[src/design/range_max_query_with_update_macros.svh]
`ifndef RANGE_MAX_QUERY_WITH_UPDATE_MACROS_SVH
`define RANGE_MAX_QUERY_WITH_UPDATE_MACROS_SVH

// same-cycle implication
`define RMQ_ASSERT_NOW(label, clk, rst, ante, cons, msg) \
   label: assert property (@(posedge clk) disable iff (rst) (ante) |-> (cons)) \
      else $error(msg);

// next-cycle implication
`define RMQ_ASSERT_NEXT(label, clk, rst, ante, cons, msg) \
   label: assert property (@(posedge clk) disable iff (rst) (ante) |=> (cons)) \
      else $error(msg);

`endif

[src/design/rmq_pkg.sv]
`default_nettype none
package rmq_pkg;

   localparam int RMQ_DEPTH = 1024;
   localparam int RMQ_CELLS = 32;

   localparam int VAL_W = 32;
   localparam int IDX_W = 10;
   localparam int CFG_W = 11;

   localparam logic [CFG_W-1:0] CFG_COUNT_RESET = 11'd1024;

   localparam logic ACT_UPDATE = 1'b0;
   localparam logic ACT_QUERY  = 1'b1;

   typedef enum logic [2:0] {
      ST_IDLE,
      ST_CLEAR,
      ST_WRITE,
      ST_SWEEP,
      ST_REDUCE,
      ST_RESPOND
   } state_type;

   typedef struct packed {
      logic wipe;
      logic write;
      logic read;
      logic restart;
   } cell_ctl_type;

   typedef struct packed {
      logic                    found;
      logic signed [VAL_W-1:0] value;
   } carry_type;

endpackage
`default_nettype wire

[src/design/rmq_ctrl.sv]
`default_nettype none
`include "range_max_query_with_update_macros.svh"
module rmq_ctrl
   import rmq_pkg::*;
#(
   parameter int DEPTH = RMQ_DEPTH,
   parameter int CELLS = RMQ_CELLS,
   localparam int SEG  = (DEPTH + CELLS - 1) / CELLS,
   localparam int AW   = (SEG > 1) ? $clog2(SEG) : 1
) (
   input  wire logic                    clock,
   input  wire logic                    reset,
   input  wire logic                    start,
   output logic                         busy,
   input  wire logic                    req_action,
   input  wire logic [IDX_W-1:0]        req_first_index,
   input  wire logic [IDX_W-1:0]        req_last_index,
   input  wire logic signed [VAL_W-1:0] req_store_value,
   input  wire logic                    csr_valid,
   output logic                         csr_ready,
   input  wire logic [CFG_W-1:0]        csr_data,
   output cell_ctl_type                 ctl,
   output logic [AW-1:0]                addr,
   output logic [IDX_W-1:0]             first_index,
   output logic [IDX_W-1:0]             last_index,
   output logic signed [VAL_W-1:0]      store_value,
   input  wire carry_type               tail,
   output logic                         rsp_valid,
   output logic signed [VAL_W-1:0]      rsp_max_value,
   output logic                         rsp_range_error
);

   localparam int CNT_MAX = (SEG > CELLS + 1) ? SEG : CELLS + 1;
   localparam int CNT_W   = $clog2(CNT_MAX + 1);
   localparam int CW      = ($clog2(DEPTH + 1) > CFG_W) ? $clog2(DEPTH + 1) : CFG_W;

   state_type               state_ff, state_in;
   logic [CNT_W-1:0]        cnt_ff, cnt_in;
   logic [CFG_W-1:0]        count_ff;
   logic [IDX_W-1:0]        first_ff, last_ff;
   logic signed [VAL_W-1:0] value_ff;
   logic                    bad_ff;

   logic [CW-1:0] eff_count;
   logic          accept;
   logic          first_bad, last_bad, bad_now;

   assign eff_count = (CW'(count_ff) < CW'(DEPTH)) ? CW'(count_ff) : CW'(DEPTH);
   assign accept    = start && (state_ff == ST_IDLE);
   assign first_bad = CW'(req_first_index) >= eff_count;
   assign last_bad  = CW'(req_last_index) >= eff_count;
   assign bad_now   = (req_action == ACT_UPDATE) ? first_bad :
                      (first_bad || last_bad || (req_first_index > req_last_index));

   always_comb begin
      state_in = state_ff;
      cnt_in   = cnt_ff;
      unique case (state_ff)
         ST_IDLE: begin
            cnt_in = '0;
            if (start) begin
               if (req_action == ACT_UPDATE) begin
                  state_in = ST_WRITE;
               end else if (bad_now) begin
                  state_in = ST_RESPOND;
               end else begin
                  state_in = ST_SWEEP;
               end
            end
         end
         ST_CLEAR: begin
            cnt_in = cnt_ff + 1'b1;
            if (cnt_ff == CNT_W'(SEG - 1)) begin
               state_in = ST_IDLE;
               cnt_in   = '0;
            end
         end
         ST_WRITE: begin
            state_in = ST_IDLE;
         end
         ST_SWEEP: begin
            cnt_in = cnt_ff + 1'b1;
            if (cnt_ff == CNT_W'(SEG - 1)) begin
               state_in = ST_REDUCE;
               cnt_in   = '0;
            end
         end
         ST_REDUCE: begin
            cnt_in = cnt_ff + 1'b1;
            if (cnt_ff == CNT_W'(CELLS)) begin
               state_in = ST_RESPOND;
               cnt_in   = '0;
            end
         end
         ST_RESPOND: begin
            state_in = ST_IDLE;
         end
         default: begin
            state_in = ST_IDLE;
         end
      endcase
   end

   always_comb begin
      ctl       = '0;
      busy      = 1'b1;
      rsp_valid = 1'b0;
      unique case (state_ff)
         ST_IDLE: begin
            busy        = 1'b0;
            ctl.restart = 1'b1;
         end
         ST_CLEAR: begin
            ctl.wipe = 1'b1;
         end
         ST_WRITE: begin
            ctl.write = !bad_ff;
         end
         ST_SWEEP: begin
            ctl.read = 1'b1;
         end
         ST_REDUCE: begin
         end
         ST_RESPOND: begin
            rsp_valid = 1'b1;
         end
         default: begin
         end
      endcase
   end

   always_ff @(posedge clock) begin
      if (reset) begin
         state_ff <= ST_CLEAR;
         cnt_ff   <= '0;
         count_ff <= CFG_COUNT_RESET;
      end else begin
         state_ff <= state_in;
         cnt_ff   <= cnt_in;
         if (csr_valid) begin
            count_ff <= csr_data;
         end
      end
   end

   always_ff @(posedge clock) begin
      if (accept) begin
         first_ff <= req_first_index;
         last_ff  <= req_last_index;
         value_ff <= req_store_value;
         bad_ff   <= bad_now;
      end
   end

   assign csr_ready       = 1'b1;
   assign addr            = AW'(cnt_ff);
   assign first_index     = first_ff;
   assign last_index      = last_ff;
   assign store_value     = value_ff;
   assign rsp_range_error = bad_ff;
   assign rsp_max_value   = bad_ff ? '0 : tail.value;

   `RMQ_ASSERT_NEXT(a_strobe_single, clock, reset, rsp_valid, !rsp_valid, "result strobe held")
   `RMQ_ASSERT_NOW(a_result_found, clock, reset, rsp_valid && !rsp_range_error, tail.found, "no entry reached the tail")
   `RMQ_ASSERT_NEXT(a_busy_after_accept, clock, reset, start && !busy, busy, "busy not raised after item")

endmodule
`default_nettype wire

[config.mk]
export PLATFORM = sky130hd
export DESIGN_NAME = rmq_ctrl
export DESIGN_NICKNAME = d
export VERILOG_FILES = /design/src/design/rmq_pkg.sv /design/src/design/rmq_ctrl.sv
export VERILOG_INCLUDE_DIRS = /design/src /design/src/design
export SDC_FILE = /design/constraint.sdc
export NUM_CORES = 1
export LEC_CHECK = 0
export ABC_AREA = 1
export BUFFER_PORTS_ARGS = -buffer_cell sky130_fd_sc_hd__buf_4
export CORE_MARGIN = 3
export CORE_UTILIZATION = 45
export CTS_CLUSTER_SIZE = 24
export DETAILED_ROUTE_END_ITERATION = 10
export PLACE_DENSITY_LB_ADDON = 0.2
export SLEW_MARGIN = 10
export SYNTH_ARGS = -nofsm -noshare
export SYNTH_HDL_FRONTEND = slang
export SYNTH_SLANG_ARGS = --single-unit
[constraint.sdc]
create_clock -name clock -period 2.94 [get_ports clock]
set_input_delay 0.441 -clock clock [delete_from_list [all_inputs] [get_ports clock]]
set_output_delay 0.441 -clock clock [all_outputs]
set_load 0.01 [all_outputs]
==> impl_metrics.csv, run 1 <==
group,metric,value,unit
timing,fmax,0.460,GHz
global_routing,grt_pass1_vias,3198,
die,coreArea,7890,um^2
finish,fillers,634,
global_routing,grt_use_total,21.7,%
finish,drive_above_1_share,37.2,%
die,die_h,97.0,um
die,fp-row-count,32,
detailed_routing,first_pass_iters,4,
finish,final_area,5500,um^2
timing,period_share,73.9,%
die,start_util,47.2,%
detailed_routing,drtIter0Drc,126,
setup_path,slowest_delay,1.04,ns
global_routing,grt_first_pass_wirelength,16300,um
placement,numPortBuffers,195,
timing,tightestPinTransition,1.05,ns
setup_path,crit_type,"reg2out",
clock_tree,clk_latency,0.35,ns
clock_tree,postCtsSetupBuffers,0,
hold_path,hp-class,"in2reg",
setup_path,endpoint_kind,"output pin",
timing,fin_crit,2.17,ns
setup_path,startpoint_type,"flop",
synthesis,synth.distinct_cells,32,
placement,dp.cells,693,
detailed_routing,final_antenna_net_count,0,
status,status,"finished clean",
clock_tree,cts_tree,"yes",
timing,drv_slew,0,
synthesis,synth_fp_nets,542,
clock_tree,cts_resized,0,
die,io_pins,198,
synthesis,synthCells,409,
power_and_ir_drop,pwr-share-clk,35.0,%
finish,syn2layout_area_growth,47.7,%
timing,hold_violations,0,
setup_path,crit_fanout,34,
clock_tree,root_buffer,"clkbuf_8",
placement,pre_cts_slack,0.775,ns
power_and_ir_drop,internal-power,2.02,mW
timing,slew_headroom,30.3,%
finish,num_antenna_cells,0,
clock_tree,hold_buffers,0,
placement,dpl.hpwl,8330,um
global_routing,overflow,0,
power_and_ir_drop,seqPwrFrac,44.7,%
synthesis,synth_area,3720,um^2
setup_path,cp_slowest_cell,"edfxtp_1",
clock_tree,htree_levels,3,
timing,layout_setup_ws,0.766,ns
die,die_w,97.0,um
power_and_ir_drop,p_leak,2.77,nW
finish,stdcell_count,709,
setup_path,cp_data_arrival_time,1.73,ns
setup_path,required,2.50,ns
synthesis,synth-seq-cells,73,
synthesis,seq_area_frac_synth,53.5,%
finish,utilization,69.7,%
synthesis,syn_avg_cell_area,9.10,um^2
global_routing,antenna_found_initial,0,
clock_tree,cts_sinks,73,
detailed_routing,wl,10500,um
power_and_ir_drop,power,2.72,mW
timing,fin_worst_skew,0.0109,ns
global_routing,grt_max_degree,35,
finish,layout.nets,735,
placement,globalplace.congestion,0.838,
clock_tree,clkTransAtPathRegs,0.08,ns
detailed_routing,vias_per_cell,4.73,
synthesis,yosysWarnings,0,
detailed_routing,route.vias.total,3351,
timing,hold_ws,0.267,ns
power_and_ir_drop,swShare,25.9,%
die,die-area,9400,um^2
detailed_routing,drc,0,
power_and_ir_drop,irDropWorstVdd,288,uV
flow_run,drv_cap,0,
timing,setup_viol,0,
setup_path,path_cells,"nor2_1 > buf_4",
power_and_ir_drop,combPwrFrac,20.4,%
clock_tree,cts_buffer_depth,2,
clock_tree,cts_buffers,9,
timing,grt_setup_unrepaired,"no",
power_and_ir_drop,switching_power,0.704,mW
detailed_routing,routedWlPerCell,14.8,um
power_and_ir_drop,power_density,495,nW/um^2
placement,postPlaceCellArea,5260,um^2
timing,final.setup.tns,0,ns
-- critical path: cells and delay by family (launching register included) --
kind,cells,cell delay (ns)
buffers and inverters,1,0.20
AND/OR/NAND/NOR,1,0.14
flip-flops,1,1.04
-- cell usage after synthesis, drive strengths merged --
library cell  count  area (um^2)
a21boi            1         7.51
a21o              1         7.51
a21oi            18         97.6
buf               6         45.0
clkbuf            9         33.8
conb              1         3.75
dfxtp            20          400
edfxtp           53         1590
ha               32          400
inv              81          304
nand2            66          253
nand3             8         40.0
nand3b            1         7.51
nand4             5         31.3
nor2             74          295
nor3              2         10.0
nor3b             1         7.51
nor4              1         6.26
o211ai            2         15.0
o21ai            21          120
o21bai            2         15.0
o22ai             1         6.26
o2bb2ai           1         8.76
or3               1         6.26
xnor2             1         8.76
-- cells by family after synthesis --
family	share of synthesized area [%]
other	0.101
AO/OA/AOI/OAI	7.46
adder cells (fa/ha/maj)	10.8
XOR/XNOR	0.235
buffers and inverters	10.3
flip-flops	53.5
AND/OR/NAND/NOR	17.6
-- layout by cell type (no fill, tap or decap) --
master / n
a21o_1: 1
edfxtp_1: 53
nand3_1: 8
o21ai_2: 1
nand3b_1: 1
ha_1: 32
nor2_1: 69
o2bb2ai_1: 1
a21boi_0: 1
nor3_1: 2
o22ai_1: 1
inv_1: 78
dfxtp_1: 20
nand2_2: 2
buf_4: 197
o21bai_1: 2
nor4_1: 1
clkbuf_8: 9
o211ai_1: 2
clkinvlp_4: 1
conb_1: 1
bufinv_16: 3
inv_2: 3
a21oi_1: 16
or3_1: 1
a21oi_2: 2
nand4_1: 5
xnor2_1: 1
nor2_4: 2
inv_6: 1
o21ai_4: 1
nor3b_1: 1
o21ai_0: 19
clkbuf_1: 1
clkinv_4: 1
nand2_1: 64
nor2_2: 3
-- power groups by stage --
stage | combinational [mW] | clock, mW | sequential, mW
finish | 0.554 | 0.952 | 1.22
global route | 0.611 | 1.03 | 1.22
CTS | 0.559 | 0.967 | 1.22
detailed placement | 0.554 | 0 | 1.24
global placement | 0.537 | 0 | 1.24
floorplan | 0.264 | 0 | 1.25
-- registers in the layout, summed over array words and instances, names as in the netlist --
register         flops
cnt_ff               6
count_ff            11
first_index         10
last_index          10
rsp_range_error      1
state_ff             3
store_value         32
-- path summary, 6_finish.rpt --
kind / start / cells after the start / slack (ns) / endpoint
setup / recovery: rsp_range_error / 2 / 0.77 / rsp_max_value[5]
hold / removal: req_store_value[25] / 1 / 0.27 / store_value[25]
setup reg to reg: count_ff[10] / 12 / 0.78 / state_ff[1]
hold reg to reg: count_ff[0] / 2 / 0.47 / count_ff[0]
-- per-layer routing --
layer / vias to the layer above / GRT usage, % / part of all wire [%]
met4: 0 / 6.26 / 1.6
met3: 15 / 6.06 / 6.6
met5: - / 0 / 0
met1: 1516 / 26.5 / 42
li1: 1687 / - / -
met2: 133 / 37.5 / 50
-- final cells by class --
class | count | area, um^2 | share of cell area [%]
clock buffer | 10 | 128 | 2.32
clock inverter | 6 | 115 | 2.09
inverter | 81 | 304 | 5.53
multi-input combinational | 240 | 1350 | 24.6
sequential | 73 | 1990 | 36.2
tap | 102 | 128 | 2.32
timing repair buffer | 197 | 1480 | 26.9
No activity file was read; power rests on OpenSTA's default activity.
==> inputs of run 2 (changes only) <==
--- a/config.mk
+++ b/config.mk
@@ -6,7 +6,7 @@
 export SDC_FILE = /design/constraint.sdc
 export NUM_CORES = 1
 export LEC_CHECK = 0
-export ABC_AREA = 1
+export ABC_AREA = 0
 export BUFFER_PORTS_ARGS = -buffer_cell sky130_fd_sc_hd__buf_4
 export CORE_MARGIN = 3
 export CORE_UTILIZATION = 45
==> constraint.sdc (replaced) <==
create_clock -name clock -period 2.2 [get_ports clock]
set_input_delay 0.33 -clock clock [delete_from_list [all_inputs] [get_ports clock]]
set_output_delay 0.33 -clock clock [all_outputs]
set_load 0.01 [all_outputs]
==> run 2 against run 1 <==
- worst hold slack lost 0.11 ns
- die area is 4.1% lower
- largest power group unchanged
- area after synthesis decreased by 4.3%
- critical path type is now reg2reg
- clock power rose by 12%
==> impl_metrics.csv, run 2 <==
group,metric,value,unit
status,status,"finished clean",
setup_path,crit_type,"reg2reg",
power_and_ir_drop,internal-power,2.25,mW
synthesis,synth.most_common_cell,"edfxtp_1",
clock_tree,clk_latency,0.35,ns
finish,largest_reg_flops,32,
timing,tightestPinTransition,0.969,ns
power_and_ir_drop,pwr-share-clk,36.2,%
finish,num_antenna_cells,0,
finish,layout.nets,626,
synthesis,synth_ff_type,"edfxtp_1",
clock_tree,htree_levels,3,
power_and_ir_drop,irDropWorstVdd,424,uV
placement,numPortBuffers,195,
global_routing,grt_pass1_vias,2864,
setup_path,required,2.29,ns
setup_path,endpoint_kind,"flop",
synthesis,synthCells,298,
detailed_routing,first_pass_iters,4,
power_and_ir_drop,switching_power,0.704,mW
synthesis,synth.distinct_cells,47,
synthesis,synthArstFlopShare,0,%
synthesis,yosysTopAreaCell,"edfxtp_1",
clock_tree,root_buffer,"clkbuf_8",
clock_tree,clkTransAtPathRegs,0.09,ns
placement,dpl.hpwl,7840,um
hold_path,min_from,"req_store_value[14]",
die,fp-row-count,31,
die,die_w,95.0,um
die,io_pins,198,
timing,fin_crit,2.10,ns
detailed_routing,routedWlPerCell,16.5,um
die,die-area,9020,um^2
global_routing,grt_max_degree,54,
placement,postPlaceCellArea,5110,um^2
synthesis,seq_area_frac_synth,55.9,%
synthesis,synth.top_cell.area_share,44.7,%
global_routing,grt_first_pass_wirelength,14600,um
power_and_ir_drop,swShare,23.8,%
timing,fin_worst_skew,0.00922,ns
setup_path,rrSetupSlack,0.10,ns
timing,slew_headroom,35.4,%
clock_tree,cts_buffers,9,
synthesis,synthTopCellsByCount,"edfxtp_1, nor2b_1, ha_1, dfxtp_1, inv_1",
detailed_routing,route.vias.total,3010,
setup_path,reg2reg_from,"count_ff[10]",
power_and_ir_drop,power,2.96,mW
timing,hold_violations,0,
global_routing,overflow,0,
synthesis,synth-seq-cells,73,
finish,drive_above_1_share,45.6,%
synthesis,synth_fp_nets,431,
power_and_ir_drop,power_density,554,nW/um^2
synthesis,syn_avg_cell_area,11.9,um^2
power_and_ir_drop,p_leak,2.39,nW
detailed_routing,drtIter0Drc,125,
flow_run,drv_cap,0,
timing,period_share,95.4,%
power_and_ir_drop,seqPwrFrac,50.8,%
finish,syn2layout_area_growth,50.1,%
hold_path,hold_depth,1,
detailed_routing,vias_per_cell,5.04,
global_routing,grt_use_total,21.3,%
setup_path,crit_fanout,5,
hold_path,hp-class,"in2reg",
die,die_h,95.0,um
synthesis,yosysWarnings,0,
placement,dp.cells,581,
placement,globalplace.congestion,0.781,
die,start_util,47.8,%
setup_path,r2r-end,"rsp_range_error",
hold_path,hold_end,"store_value[14]",
timing,drv_slew,0,
finish,final_area,5340,um^2
timing,layout_setup_ws,0.101,ns
detailed_routing,drc,0,
synthesis,synth_area_leaders,"edfxtp_1, dfxtp_1, ha_1, nor2b_1, mux2i_1",
finish,mostFrequentLayoutCells,"buf_4, edfxtp_1, nor2b_1",
timing,setup_viol,0,
die,coreArea,7450,um^2
clock_tree,cts_buffer_depth,2,
finish,final_common_cell,"buf_4",
timing,fmax,0.476,GHz
setup_path,cp_data_arrival_time,2.19,ns
setup_path,startpoint_type,"flop",
finish,utilization,71.8,%
setup_path,ff2ff_path_depth,7,
detailed_routing,final_antenna_net_count,0,
synthesis,synth_edf_count,53,
synthesis,synth_area,3560,um^2
power_and_ir_drop,combPwrFrac,13.0,%
clock_tree,cts_tree,"yes",
global_routing,antenna_found_initial,0,
finish,stdcell_count,597,
detailed_routing,wl,9820,um
placement,pre_cts_slack,-0.112,ns
clock_tree,cts_sinks,73,
==> run 2: cell count changes after synthesis, sizes merged, moves of 10 or more <==
cell / previous run / this run
inv: 81 / 20
nand2: 66 / 7
nor2: 74 / 17
nor2b: 0 / 35
nand2b: 0 / 13
mux2i: 0 / 10
o21ai: 21 / 11
==> run 2: worst max path at each step <==
stage / startpoint / to / slack, ns / cells past startpoint
floorplan: count_ff[10] / rsp_range_error / 0.06 / 8
global placement: req_first_index[0] / rsp_range_error / 0.01 / 8
detailed placement: count_ff[0] / rsp_range_error / -0.11 / 7
CTS: count_ff[0] / rsp_range_error / 0.03 / 7
global route: count_ff[10] / rsp_range_error / -0.03 / 7
finish: count_ff[10] / rsp_range_error / 0.10 / 7
==> run 2: logic make-up after synthesis <==
kind of cell / count (synthesis) / share of synthesized area, %
other: 1 / 0.105
adder cells (fa/ha/maj): 32 / 11.2
flip-flops: 73 / 55.9
buffers and inverters: 35 / 4.46
multiplexers: 10 / 2.81
AO/OA/AOI/OAI: 51 / 10.0
AND/OR/NAND/NOR: 96 / 15.4
==> run 2: layout make-up <==
cell class / count / area [um^2]
Tap cell: 99 / 124
Timing Repair Buffer: 199 / 1510
Multi-Input combinational cell: 190 / 1440
Clock buffer: 9 / 124
Fill cell: 579 / 2100
Clock inverter: 7 / 77.6
Inverter: 20 / 78.8
Sequential cell: 73 / 1990
==> run 2: power by group through the flow <==
stage	Clock, mW	Sequential (mW)	Combinational [mW]
after global routing	1.17	1.51	0.431
after floorplan	0	1.53	0.166
after detailed placement	0	1.53	0.377
after CTS	1.09	1.50	0.382
final	1.07	1.50	0.386
after global placement	0	1.53	0.365
==> run 2: per-layer routing <==
layer | wire length, um | global-route usage, % | vias to the layer above
met2 | 5080 | 35.8 | 114
li1 | - | - | 1471
met1 | 3850 | 26.7 | 1417
met5 | 0 | 0 | -
met3 | 815 | 6.61 | 8
met4 | 75 | 4.93 | 0
==> run 2: per-stage QoR <==
step	hold WS [ns]	setup TNS [ns]
2_1_floorplan	0.429	0
3_3_place_gp	0.468	0
3_5_place_dp	0.484	-0.299
4_1_cts	0.146	0
5_1_grt	0.125	-0.0585
6_report	0.154	0
==> run 2: what timing repair did <==
action | 4_1_cts | 5_1_grt
endpoints found under the setup margin | 3 | 3
pin swaps | 0 | 3
hold buffers | 0 | 0
cloned | 0 | 0
buffers inserted | 0 | 0
gates resized for setup | 3 | 5
==> run 2: critical path: stages, from the launching register on <==
cell       delay, ns
dfxtp_2         0.35
buf_4           0.14
nand2b_1        0.16
ha_1            0.33
a2111oi_4       0.38
o21ai_2         0.11
a221oi_2        0.27
a21oi_1         0.11
==> inputs of run 3 (changes only) <==
--- a/config.mk
+++ b/config.mk
@@ -13,6 +13,7 @@
 export CTS_CLUSTER_SIZE = 24
 export DETAILED_ROUTE_END_ITERATION = 10
 export PLACE_DENSITY_LB_ADDON = 0.2
+export REMOVE_ABC_BUFFERS = 1
 export SLEW_MARGIN = 10
 export SYNTH_ARGS = -nofsm -noshare
 export SYNTH_HDL_FRONTEND = slang
==> run 3 against run 2 <==
- clock skew grew 0.0011 ns
- routed wire length shrank 0.29%
- sequential power is essentially flat
- highest routed layer unchanged
- fmax shrank 2.9%
- core utilization grew 0.57 points
- largest cell class unchanged
- critical path depth grew 1
- worst setup slack lost 0.062 ns
- die area is the same
==> impl_metrics.csv, run 3 (synthesized netlist as in run 2, its figures left out) <==
group,metric,value,unit
timing,final.setup.tns,0,ns
die,die-area,9020,um^2
detailed_routing,final_antenna_net_count,0,
setup_path,crit_type,"reg2reg",
timing,fin_worst_skew,0.0103,ns
timing,hold_violations,0,
finish,syn2layout_area_growth,51.3,%
clock_tree,clk_latency,0.34,ns
timing,tightestPinTransition,0.653,ns
timing,drv_slew,0,
global_routing,overflow,0,
timing,period_share,98.2,%
finish,fillers,538,
placement,dpl.hpwl,7800,um
clock_tree,cts_buffers,9,
clock_tree,root_buffer,"clkbuf_8",
finish,layout.nets,626,
power_and_ir_drop,seqPwrFrac,47.8,%
finish,multiInputGateArea,1440,um^2
placement,numPortBuffers,195,
die,die_h,95.0,um
detailed_routing,route.vias.total,2973,
global_routing,antenna_found_initial,0,
flow_run,drv_cap,0,
placement,postPlaceCellArea,5100,um^2
clock_tree,htree_levels,3,
finish,final_area,5390,um^2
finish,mostFrequentLayoutCells,"buf_4, edfxtp_1, nor2b_1",
global_routing,grt_use_total,20.7,%
timing,setup_viol,0,
setup_path,path_cells,"buf_4 > nand2b_1 > ha_1 > o21a_1 > o2111ai_1 > o21ai_2 > a221oi_2 > a21oi_1",
placement,pre_cts_slack,0.0173,ns
setup_path,endpoint_kind,"flop",
detailed_routing,drtIter0Drc,92,
power_and_ir_drop,switching_power,0.664,mW
die,die_w,95.0,um
hold_path,hold_depth,1,
detailed_routing,wl,9790,um
setup_path,r2r-end,"rsp_range_error",
clock_tree,cts_sinks,73,
setup_path,slowest_delay,0.34,ns
detailed_routing,vias_per_cell,4.98,
timing,fin_crit,2.16,ns
power_and_ir_drop,swShare,21.1,%
timing,slew_headroom,56.5,%
hold_path,min_from,"req_store_value[6]",
setup_path,required,2.27,ns
hold_path,hold_end,"store_value[6]",
detailed_routing,first_pass_iters,4,
clock_tree,cts_buffer_depth,2,
global_routing,grt_pass1_vias,2803,
placement,dp.cells,580,
power_and_ir_drop,p_leak,2.43,nW
power_and_ir_drop,internal-power,2.48,mW
global_routing,grt_max_degree,46,
setup_path,reg2reg_from,"count_ff[10]",
setup_path,cp_slowest_cell,"dfxtp_1",
setup_path,cp_data_arrival_time,2.24,ns
timing,hold_ws,0.167,ns
finish,seqCellArea,1990,um^2
power_and_ir_drop,pwr-share-clk,39.9,%
clock_tree,clkTransAtPathRegs,0.08,ns
setup_path,ff2ff_path_depth,8,
status,status,"finished clean",
finish,final_common_cell,"buf_4",
setup_path,startpoint_type,"flop",
power_and_ir_drop,irDropWorstVdd,431,uV
clock_tree,cts_tree,"yes",
power_and_ir_drop,combPwrFrac,12.3,%
clock_tree,hold_buffers,0,
setup_path,startpoint,"count_ff[10]",
power_and_ir_drop,power_density,583,nW/um^2
detailed_routing,routedWlPerCell,16.4,um
setup_path,rrSetupSlack,0.04,ns
die,coreArea,7450,um^2
hold_path,hp-class,"in2reg",
timing,fmax,0.463,GHz
finish,largest_reg_flops,32,
timing,layout_setup_ws,0.0389,ns
finish,num_antenna_cells,0,
detailed_routing,drc,0,
global_routing,grt_first_pass_wirelength,14400,um
placement,globalplace.congestion,0.785,
die,fp-row-count,31,
setup_path,crit_fanout,12,
die,start_util,47.8,%
finish,drive_above_1_share,45.8,%
finish,stdcell_count,597,
die,io_pins,198,
-- run 3: changes by cell type in the layout (fill, tap and decap cells not counted), sizes merged --
cell,previous run,this run
inv,22,20
bufinv,1,3
clkinvlp,2,0
clkinv,2,3
clkbuf,9,10
-- run 3: stage by stage --
step	util, %	power, mW
2_1_floorplan	-	1.68
3_3_place_gp	68.5	1.90
3_5_place_dp	68.5	1.91
4_1_cts	71.8	3.16
5_1_grt	72.3	3.28
6_report	72.3	3.14
-- run 3: how the worst max path moves through the flow --
stage / slack, ns / cells after the start / endpoint
after floorplan: -0.11 / 3 / first_index[0]
after global placement: 0.03 / 8 / rsp_range_error
after detailed placement: 0.02 / 7 / rsp_range_error
after CTS: 0.02 / 8 / state_ff[2]
after global routing: -0.04 / 8 / rsp_range_error
final: 0.04 / 8 / rsp_range_error
-- run 3: power by group through the flow --
| stage | logic, mW | registers (mW) | clock network (mW) |
|---|---|---|---|
| detailed placement | 0.376 | 1.53 | 0 |
| finish | 0.385 | 1.50 | 1.25 |
| CTS | 0.378 | 1.50 | 1.28 |
| global route | 0.429 | 1.50 | 1.34 |
| floorplan | 0.146 | 1.53 | 0 |
| global placement | 0.363 | 1.53 | 0 |
-- run 3: routing by layer --
layer  global-route usage, %  share of wire [%]  vias up
met2                    34.6                 50      122
met4                    5.05               0.87        0
met1                    26.5                 40     1375
met5                       0                  0        -
met3                    5.98                8.4        8
li1                        -                  -     1468
-- run 3: what timing repair did --
item                       4_1_cts  5_1_grt
resized for setup                1        7
setup buffers                    0        1
pin swaps                        0        1
setup endpoints to repair        3        4
-- run 3: final cells by class --
class                           count  area share [%]
Inverter                           20            1.39
Timing Repair Buffer              199            28.0
Sequential cell                    73            37.0
Tap cell                           99            2.30
Clock buffer                       10            2.37
Multi-Input combinational cell    190            26.8
Clock inverter                      6            2.16
-- run 3: worst max-delay path: cells and delay by family (launching register included) --
family | cells | cell delay, ns
AO/OA/AOI/OAI | 5 | 0.95
adder cells (fa/ha/maj) | 1 | 0.27
AND/OR/NAND/NOR | 1 | 0.17
flip-flops | 1 | 0.34
buffers and inverters | 1 | 0.17
